`src/pabl_pkg.sv`:
```
// Package with the widths and constants shared by the polygon area and lattice point block.
`default_nettype none

package pabl_pkg;

   // Widths of the accumulators and of the result fields.
   localparam int AreaWidth     = 61;
   localparam int TwiceWidth    = 60;
   localparam int BoundWidth    = 34;
   localparam int InteriorWidth = 59;
   localparam int DiffWidth     = TwiceWidth + 2;

   // A polygon needs at least this many vertices to enclose any area.
   localparam int MinVertices = 3;

   // Defaults for the top-level parameters.
   localparam int DefMaxVertices = 1024;
   localparam int DefCoordBits   = 24;

   // Sequencer state codes.
   localparam int StateWidth = 3;
   typedef logic [StateWidth-1:0] state_type;

   localparam state_type StIdle   = 3'd0;
   localparam state_type StMul1   = 3'd1;
   localparam state_type StMul2   = 3'd2;
   localparam state_type StAccum  = 3'd3;
   localparam state_type StGcd    = 3'd4;
   localparam state_type StFinish = 3'd5;
   localparam state_type StPick   = 3'd6;
   localparam state_type StOut    = 3'd7;

endpackage : pabl_pkg

`default_nettype wire

```
`src/polygon_area_boundary_lattice_top.sv`:
```
// Top level of the polygon area and lattice point block: shoelace sum, edge gcds and Pick count.
`default_nettype none

// The block takes the vertices of a lattice polygon in order, one beat per vertex, with
// final_vertex set on the last one, and returns one result beat per polygon: twice the
// enclosed area as a magnitude, the number of lattice points on the boundary and the number
// of interior lattice points from Pick's theorem (clamped at zero). Every edge costs one
// signed cross product, made as two products on a single shared multiplier and folded into a
// 61-bit accumulator, plus the gcd of the absolute coordinate differences, found by a binary
// gcd that takes one halving or one subtraction step a cycle on COORD_BITS+1 bit values. The
// gcd loop therefore sets the rate: a vertex that opens an edge occupies the block through
// both products, the accumulation and every gcd step, while the first vertex of a polygon
// opens no edge unless it is also the final one. The final vertex runs its own edge and then
// the closing edge back to the first vertex, and the finish, Pick and output states then
// form the magnitude, the Pick numerator and the result beat in turn.
// req_ready is high only while the sequencer is idle. The result sits in an output register, so
// the next polygon may start while that beat still waits for rsp_ready; a second result waits
// in the final state until the first has been taken. Vertices beyond MAX_VERTICES are dropped
// and flagged through rsp_count_overflow, and a polygon with fewer than three vertices reports
// zero area and zero interior points.
module polygon_area_boundary_lattice_top
   import pabl_pkg::*;
#(
   parameter int MAX_VERTICES = DefMaxVertices,
   parameter int COORD_BITS   = DefCoordBits
) (
   input  wire                              clock,
   input  wire                              reset,
   // Vertex input channel.
   input  wire                              req_valid,
   output logic                             req_ready,
   input  wire  signed [COORD_BITS-1:0]     req_vertex_x,
   input  wire  signed [COORD_BITS-1:0]     req_vertex_y,
   input  wire                              req_final_vertex,
   // Result channel.
   output logic                             rsp_valid,
   input  wire                              rsp_ready,
   output logic        [TwiceWidth-1:0]     rsp_twice_area,
   output logic        [BoundWidth-1:0]     rsp_boundary_count,
   output logic        [InteriorWidth-1:0]  rsp_interior_count,
   output logic                             rsp_too_few_vertices,
   output logic                             rsp_count_overflow
);

   // Derived widths: the vertex counter must hold MAX_VERTICES itself, the gcd works on the
   // magnitude of a coordinate difference, and the shift count covers every factor of two.
   localparam int CountWidth = $clog2(MAX_VERTICES + 1);
   localparam int GcdWidth   = COORD_BITS + 1;
   localparam int ShiftWidth = $clog2(GcdWidth + 1);
   localparam int ProdWidth  = 2 * COORD_BITS;

   localparam logic [CountWidth-1:0] CountMax = CountWidth'(MAX_VERTICES);
   localparam logic [CountWidth-1:0] CountMin = CountWidth'(MinVertices);

   // Sequencer state.
   state_type state_ff, state_in;

   // Polygon state kept between vertices.
   logic signed [COORD_BITS-1:0] first_x_ff, first_x_in;
   logic signed [COORD_BITS-1:0] first_y_ff, first_y_in;
   logic signed [COORD_BITS-1:0] prev_x_ff,  prev_x_in;
   logic signed [COORD_BITS-1:0] prev_y_ff,  prev_y_in;
   logic [AreaWidth-1:0]         area_ff,    area_in;
   logic [BoundWidth-1:0]        bound_ff,   bound_in;
   logic [CountWidth-1:0]        count_ff,   count_in;
   logic                         overflow_ff, overflow_in;

   // The edge being worked on runs from point a to point b.
   logic signed [COORD_BITS-1:0] ax_ff, ax_in;
   logic signed [COORD_BITS-1:0] ay_ff, ay_in;
   logic signed [COORD_BITS-1:0] bx_ff, bx_in;
   logic signed [COORD_BITS-1:0] by_ff, by_in;
   logic                         last_ff, last_in;
   logic                         closing_ff, closing_in;

   // Shared multiplier and its product register.
   logic signed [COORD_BITS-1:0] mul_a;
   logic signed [COORD_BITS-1:0] mul_b;
   logic signed [ProdWidth-1:0]  mul_p;
   logic signed [ProdWidth-1:0]  prod_ff, prod_in;
   logic [AreaWidth-1:0]         prod_ext;

   // Binary gcd working registers.
   logic [GcdWidth-1:0]   ga_ff, ga_in;
   logic [GcdWidth-1:0]   gb_ff, gb_in;
   logic [ShiftWidth-1:0] gk_ff, gk_in;
   logic [GcdWidth-1:0]   dx;
   logic [GcdWidth-1:0]   dy;
   logic [GcdWidth-1:0]   abs_dx;
   logic [GcdWidth-1:0]   abs_dy;
   logic                  gcd_done;
   logic [BoundWidth-1:0] gcd_value;

   // Final arithmetic.
   logic [TwiceWidth-1:0] mag_ff, mag_in;
   logic [DiffWidth-1:0]  diff_ff, diff_in;
   logic [AreaWidth-1:0]  area_neg;
   logic                  few;
   logic                  out_free;

   // Result register.
   logic                     rsp_valid_ff,  rsp_valid_in;
   logic [TwiceWidth-1:0]    rsp_area_ff,   rsp_area_in;
   logic [BoundWidth-1:0]    rsp_bound_ff,  rsp_bound_in;
   logic [InteriorWidth-1:0] rsp_inter_ff,  rsp_inter_in;
   logic                     rsp_few_ff,    rsp_few_in;
   logic                     rsp_ovf_ff,    rsp_ovf_in;

   // The multiplier forms a.x * b.y in StMul1 and b.x * a.y in StMul2.
   always_comb begin
      if (state_ff == StMul1) begin
         mul_a = ax_ff;
         mul_b = by_ff;
      end else begin
         mul_a = bx_ff;
         mul_b = ay_ff;
      end
   end

   assign mul_p    = mul_a * mul_b;
   assign prod_ext = {{(AreaWidth - ProdWidth){prod_ff[ProdWidth-1]}}, prod_ff};

   // Absolute coordinate differences of the current edge, one bit wider than a coordinate.
   assign dx     = {ax_ff[COORD_BITS-1], ax_ff} - {bx_ff[COORD_BITS-1], bx_ff};
   assign dy     = {ay_ff[COORD_BITS-1], ay_ff} - {by_ff[COORD_BITS-1], by_ff};
   assign abs_dx = dx[GcdWidth-1] ? (GcdWidth'(0) - dx) : dx;
   assign abs_dy = dy[GcdWidth-1] ? (GcdWidth'(0) - dy) : dy;

   // Once either operand reaches zero the other, scaled back by the common powers of two,
   // is the gcd. Two zero operands give zero, which is right for a degenerate edge.
   assign gcd_done  = (ga_ff == '0) || (gb_ff == '0);
   assign gcd_value = BoundWidth'(ga_ff | gb_ff) << gk_ff;

   assign area_neg = AreaWidth'(0) - area_ff;
   assign few      = (count_ff < CountMin);
   assign out_free = !rsp_valid_ff || rsp_ready;

   assign req_ready = (state_ff == StIdle);

   always_comb begin
      state_in    = state_ff;
      first_x_in  = first_x_ff;
      first_y_in  = first_y_ff;
      prev_x_in   = prev_x_ff;
      prev_y_in   = prev_y_ff;
      area_in     = area_ff;
      bound_in    = bound_ff;
      count_in    = count_ff;
      overflow_in = overflow_ff;
      ax_in       = ax_ff;
      ay_in       = ay_ff;
      bx_in       = bx_ff;
      by_in       = by_ff;
      last_in     = last_ff;
      closing_in  = closing_ff;
      prod_in     = prod_ff;
      ga_in       = ga_ff;
      gb_in       = gb_ff;
      gk_in       = gk_ff;
      mag_in      = mag_ff;
      diff_in     = diff_ff;

      rsp_valid_in = rsp_valid_ff && !rsp_ready;
      rsp_area_in  = rsp_area_ff;
      rsp_bound_in = rsp_bound_ff;
      rsp_inter_in = rsp_inter_ff;
      rsp_few_in   = rsp_few_ff;
      rsp_ovf_in   = rsp_ovf_ff;

      case (state_ff)
         StIdle: begin
            if (req_valid) begin
               last_in    = req_final_vertex;
               closing_in = 1'b0;
               if (count_ff >= CountMax) begin
                  // Vertex dropped; only the closing edge remains if it is the last one.
                  overflow_in = 1'b1;
                  if (req_final_vertex) begin
                     ax_in      = prev_x_ff;
                     ay_in      = prev_y_ff;
                     bx_in      = first_x_ff;
                     by_in      = first_y_ff;
                     closing_in = 1'b1;
                     state_in   = StMul1;
                  end
               end else if (count_ff == '0) begin
                  // First vertex: no edge yet. A lone vertex closes onto itself.
                  first_x_in = req_vertex_x;
                  first_y_in = req_vertex_y;
                  prev_x_in  = req_vertex_x;
                  prev_y_in  = req_vertex_y;
                  count_in   = count_ff + CountWidth'(1);
                  if (req_final_vertex) begin
                     ax_in      = req_vertex_x;
                     ay_in      = req_vertex_y;
                     bx_in      = req_vertex_x;
                     by_in      = req_vertex_y;
                     closing_in = 1'b1;
                     state_in   = StMul1;
                  end
               end else begin
                  ax_in     = prev_x_ff;
                  ay_in     = prev_y_ff;
                  bx_in     = req_vertex_x;
                  by_in     = req_vertex_y;
                  prev_x_in = req_vertex_x;
                  prev_y_in = req_vertex_y;
                  count_in  = count_ff + CountWidth'(1);
                  state_in  = StMul1;
               end
            end
         end

         StMul1: begin
            prod_in  = mul_p;
            ga_in    = abs_dx;
            gb_in    = abs_dy;
            gk_in    = '0;
            state_in = StMul2;
         end

         StMul2: begin
            area_in  = area_ff + prod_ext;
            prod_in  = mul_p;
            state_in = StAccum;
         end

         StAccum: begin
            area_in  = area_ff - prod_ext;
            state_in = StGcd;
         end

         StGcd: begin
            if (gcd_done) begin
               bound_in = bound_ff + gcd_value;
               if (closing_ff) begin
                  state_in = StFinish;
               end else if (last_ff) begin
                  ax_in      = prev_x_ff;
                  ay_in      = prev_y_ff;
                  bx_in      = first_x_ff;
                  by_in      = first_y_ff;
                  closing_in = 1'b1;
                  state_in   = StMul1;
               end else begin
                  state_in = StIdle;
               end
            end else if (!ga_ff[0] && !gb_ff[0]) begin
               ga_in = ga_ff >> 1;
               gb_in = gb_ff >> 1;
               gk_in = gk_ff + ShiftWidth'(1);
            end else if (!ga_ff[0]) begin
               ga_in = ga_ff >> 1;
            end else if (!gb_ff[0]) begin
               gb_in = gb_ff >> 1;
            end else if (ga_ff >= gb_ff) begin
               ga_in = ga_ff - gb_ff;
            end else begin
               gb_in = gb_ff - ga_ff;
            end
         end

         StFinish: begin
            // A sum that reads as the most negative value has a magnitude of zero.
            if (few) begin
               mag_in = '0;
            end else if (area_ff[AreaWidth-1]) begin
               mag_in = area_neg[TwiceWidth-1:0];
            end else begin
               mag_in = area_ff[TwiceWidth-1:0];
            end
            state_in = StPick;
         end

         StPick: begin
            diff_in  = DiffWidth'(mag_ff) + DiffWidth'(2) - DiffWidth'(bound_ff);
            state_in = StOut;
         end

         StOut: begin
            if (out_free) begin
               rsp_valid_in = 1'b1;
               rsp_area_in  = mag_ff;
               rsp_bound_in = bound_ff;
               rsp_few_in   = few;
               rsp_ovf_in   = overflow_ff;
               // The Pick numerator is halved, rounding down, only when it is positive.
               if (!few && !diff_ff[DiffWidth-1] && (diff_ff != '0)) begin
                  rsp_inter_in = diff_ff[InteriorWidth:1];
               end else begin
                  rsp_inter_in = '0;
               end
               first_x_in  = '0;
               first_y_in  = '0;
               prev_x_in   = '0;
               prev_y_in   = '0;
               area_in     = '0;
               bound_in    = '0;
               count_in    = '0;
               overflow_in = 1'b0;
               state_in    = StIdle;
            end
         end

         default: begin
            state_in = StIdle;
         end
      endcase
   end

   always_ff @(posedge clock) begin
      if (reset) begin
         state_ff     <= StIdle;
         first_x_ff   <= '0;
         first_y_ff   <= '0;
         prev_x_ff    <= '0;
         prev_y_ff    <= '0;
         area_ff      <= '0;
         bound_ff     <= '0;
         count_ff     <= '0;
         overflow_ff  <= 1'b0;
         last_ff      <= 1'b0;
         closing_ff   <= 1'b0;
         rsp_valid_ff <= 1'b0;
      end else begin
         state_ff     <= state_in;
         first_x_ff   <= first_x_in;
         first_y_ff   <= first_y_in;
         prev_x_ff    <= prev_x_in;
         prev_y_ff    <= prev_y_in;
         area_ff      <= area_in;
         bound_ff     <= bound_in;
         count_ff     <= count_in;
         overflow_ff  <= overflow_in;
         last_ff      <= last_in;
         closing_ff   <= closing_in;
         rsp_valid_ff <= rsp_valid_in;
      end
   end

   // Datapath registers carry no reset.
   always_ff @(posedge clock) begin
      ax_ff        <= ax_in;
      ay_ff        <= ay_in;
      bx_ff        <= bx_in;
      by_ff        <= by_in;
      prod_ff      <= prod_in;
      ga_ff        <= ga_in;
      gb_ff        <= gb_in;
      gk_ff        <= gk_in;
      mag_ff       <= mag_in;
      diff_ff      <= diff_in;
      rsp_area_ff  <= rsp_area_in;
      rsp_bound_ff <= rsp_bound_in;
      rsp_inter_ff <= rsp_inter_in;
      rsp_few_ff   <= rsp_few_in;
      rsp_ovf_ff   <= rsp_ovf_in;
   end

   assign rsp_valid            = rsp_valid_ff;
   assign rsp_twice_area       = rsp_area_ff;
   assign rsp_boundary_count   = rsp_bound_ff;
   assign rsp_interior_count   = rsp_inter_ff;
   assign rsp_too_few_vertices = rsp_few_ff;
   assign rsp_count_overflow   = rsp_ovf_ff;

endmodule : polygon_area_boundary_lattice_top

`default_nettype wire

```
`config.mk`:
```
export PLATFORM = sky130hd
export DESIGN_NAME = polygon_area_boundary_lattice_top
export DESIGN_NICKNAME = d
export VERILOG_FILES = /design/src/pabl_pkg.sv /design/src/polygon_area_boundary_lattice_top.sv
export SDC_FILE = /design/constraint.sdc
export NUM_CORES = 2
export LEC_CHECK = 0
export ABC_CLOCK_PERIOD_IN_PS = 12680
export BUFFER_PORTS_ARGS = -buffer_cell sky130_fd_sc_hd__buf_4
export CELL_PAD_IN_SITES_DETAIL_PLACEMENT = 1
export CELL_PAD_IN_SITES_GLOBAL_PLACEMENT = 1
export CORE_ASPECT_RATIO = 1.2
export CORE_MARGIN = 1
export CORE_UTILIZATION = 45
export CTS_CLUSTER_DIAMETER = 40
export DETAILED_ROUTE_END_ITERATION = 8
export PLACE_DENSITY = 0.82
export SYNTH_ARGS = -nofsm -noshare
export SYNTH_HDL_FRONTEND = slang
export SYNTH_SLANG_ARGS = --single-unit
```
`constraint.sdc`:
```
create_clock -name clock -period 12.68 [get_ports clock]
set_clock_uncertainty 0.15 [all_clocks]
set_input_delay 1.268 -clock clock [delete_from_list [all_inputs] [get_ports clock]]
set_output_delay 1.268 -clock clock [all_outputs]
set_load 0.02 [all_outputs]
```
==> results.yml <==
route:
  via_per_inst: 5.833
  ant_nets: 0
  vias: 52673
  drc: 0
  routed_wl_um: 216500
  drt_iter0_markers: 3710
  wire_per_inst_um: 23.98
  drt_pass1_iterations: 6
synthesis:
  yosysUniqueCellTypes: 86
  syn_avg_cell_area_sq_um: 9.291
  synthTopCellsByArea: "edfxtp_1, fa_1, ha_1"
  synth_seq_cells: 685
  synthesis.nets: 8077
  synth_ff_type: "edfxtp_1"
  netlist_area_sq_um: 64630
  synth_top_area_share: 0.2212
  ys_seq_area_frac: 0.2859
  synthTopCellsByCount: "inv_1, nor2_1, nand2_1, fa_1, edfxtp_1"
  synthCells: 6956
  ys_async_sr_fraction: 0
  yosysMostFrequentCell: "inv_1"
  ys_warn_count: 0
  synth_edf_count: 476
  synth_top_cell_by_area: "edfxtp_1"
global_route:
  grt-ovfl-total: 0
  grt_pass1_vias: 57429
  antenna_found_initial: 2
  grt_pass1_wl_um: 332900
  grt_start_max_net_pins: 89
  track_usage: 0.2975
layout:
  layout-drive-gt1-share: 0.09556
  fin_area_sq_um: 71630
  nFillCells: 16133
  layout.nets: 8156
  regArea_sq_um: 18480
  syn2layout_area_growth_pct: 10.83
  multi_input_area_sq_um: 41730
timing:
  max_slew_margin: 0.09950
  rsz0062_at_grt: "false"
  hold_viol: 0
  fin_crit_ns: 10.28
  fmax_mhz: 97.31
  tightest_slew_ns: 1.325
  post-route-period-util: 0.8104
  maxSlewViolCount: 0
  setup_viol: 0
  final.setup.tns_ns: 0
hold_path:
  hold_start: "overflow_ff"
  holdPathEnd: "rsp_count_overflow"
  min_path_cells: 0
  worstHoldPathType: "flip-flop to flip-flop"
job:
  cap_viol_max_count: 0
critical_path:
  worst_path_max_delay_cell: "nand2b_4"
  reg2reg_to: "prod_ff[44]"
  worstPathArrival_ns: 10.63
  path_common_cell: "fa_1"
  crit_path_start_kind: "flip-flop"
  path_class: "flip-flop to flip-flop"
  cpPeakStageDelay_ns: 0.85
  worstReg2RegStart: "state_ff[2]"
  r2r_cells: 29
  cp-end-kind: "flip-flop"
  cp.required_ns: 13.03
  critPathMaxFanout: 68
  reg2reg_slack_ns: 2.40
clock_network:
  cts_buffer_depth: 3
  path_clk_slew_ns: 0.07
  clock_latency_ns: 0.74
  h-tree-depth: 3
  numCtsBuffers: 95
  postCtsHoldBufs: 0
  clock_sinks: 685
  cts_tree: "built"
  clock-root-buffer: "clkbuf_16"
  cts_resized: 0
  cts_setup_buffers: 0
floorplanning:
  initial_core_util: 0.4555
  die_area_sq_um: 145100
  pin_count: 210
  fp.dieH_um: 417.1
  core-area_sq_um: 141900
  die_x_um: 348.0
  rows: 151
place:
  gp_congestion: 0.9385
  placed_cell_area_sq_um: 68230
  dp_hpwl_um: 166600
  port_buffers: 209
outcome:
  outcome: "finished, final reports clean"
## layer usage
metal,share of wire,wire length [um],global-route usage
met3,0.058,12630,0.03819
met4,0.066,14360,0.1791
met5,0.000028,6,0
met1,0.38,83180,0.3480
met2,0.49,106400,0.5190
## flip-flops by register name, summed over array words and instances, names as in the netlist, 34 cells and up
| name | count |
|---|---|
| rsp_twice_area | 60 |
| prod_ff | 48 |
| rsp_boundary_count | 34 |
| rsp_interior_count | 59 |
| diff_ff | 62 |
| area_ff | 61 |
| bound_ff | 34 |
| mag_ff | 60 |
## critical path: cells and delay by family, from the launching register on
family	cells	cell delay (ns)
buf+inv	6	0.94
mux	1	0.56
compound gates	4	1.09
fa+ha+maj	8	4.01
simple gates	10	2.46
flops	1	0.70
## cell type report
type                            count  area share
Inverter                          929     0.04875
Multi-Input combinational cell   5038      0.5826
Antenna cell                        2  0.00006987
Clock buffer                      114     0.03607
Tap cell                         1912     0.03340
Sequential cell                   685      0.2580
Clock inverter                     64     0.01109
Timing Repair Buffer              286     0.03008
## placed cells by master (no fill, tap or decap), types with 227 or more instances in the layout
cell,netlist,final
a21oi_1,459,454
buf_4,0,284
edfxtp_1,476,476
fa_1,614,614
ha_1,454,454
inv_1,928,927
nand2_1,664,662
nor2_1,674,670
o21ai_0,235,227
xnor2_1,246,246
## how the worst max path moves through the flow
stage                                 from          end  slack, ns
after global routing           state_ff[2]  prod_ff[44]       1.88
after floorplan           req_final_vertex     ax_ff[0]       3.26
after CTS                      state_ff[2]  prod_ff[44]       2.46
after global placement         state_ff[2]  prod_ff[47]       2.84
final                          state_ff[2]  prod_ff[44]       2.40
after detailed placement       state_ff[2]  prod_ff[44]       2.48
## per-stage QoR
step | utilization | hold slack (ns) | instances | setup slack [ns]
2_1_floorplan | - | 0.2588 | 6956 | 3.259
3_3_place_gp | 0.4809 | 0.2687 | 8849 | 2.844
3_5_place_dp | 0.4809 | 0.2747 | 8849 | 2.476
4_1_cts | 0.5047 | 0.2910 | 9027 | 2.455
5_1_grt | 0.5048 | 0.3135 | 9029 | 1.884
6_report | 0.5048 | 0.2975 | 9030 | 2.404
## cell families (layout without fill, tap and decap cells)
kind of cell	count (synthesis)	in the layout	synth area share
AO/OA/AOI/OAI	1334	1334	0.1306
XOR/XNOR	427	427	0.05787
adder cells (fa/ha/maj)	1068	1068	0.2781
buffers and inverters	1233	1393	0.07167
flip-flops	685	685	0.2859
multiplexers	206	206	0.03696
other	0	2	0
AND/OR/NAND/NOR	2003	2003	0.1389
Power is left out: the tool's default activity adds up to more than one toggle a clock period on the data nets, which glitch-free logic cannot reach.
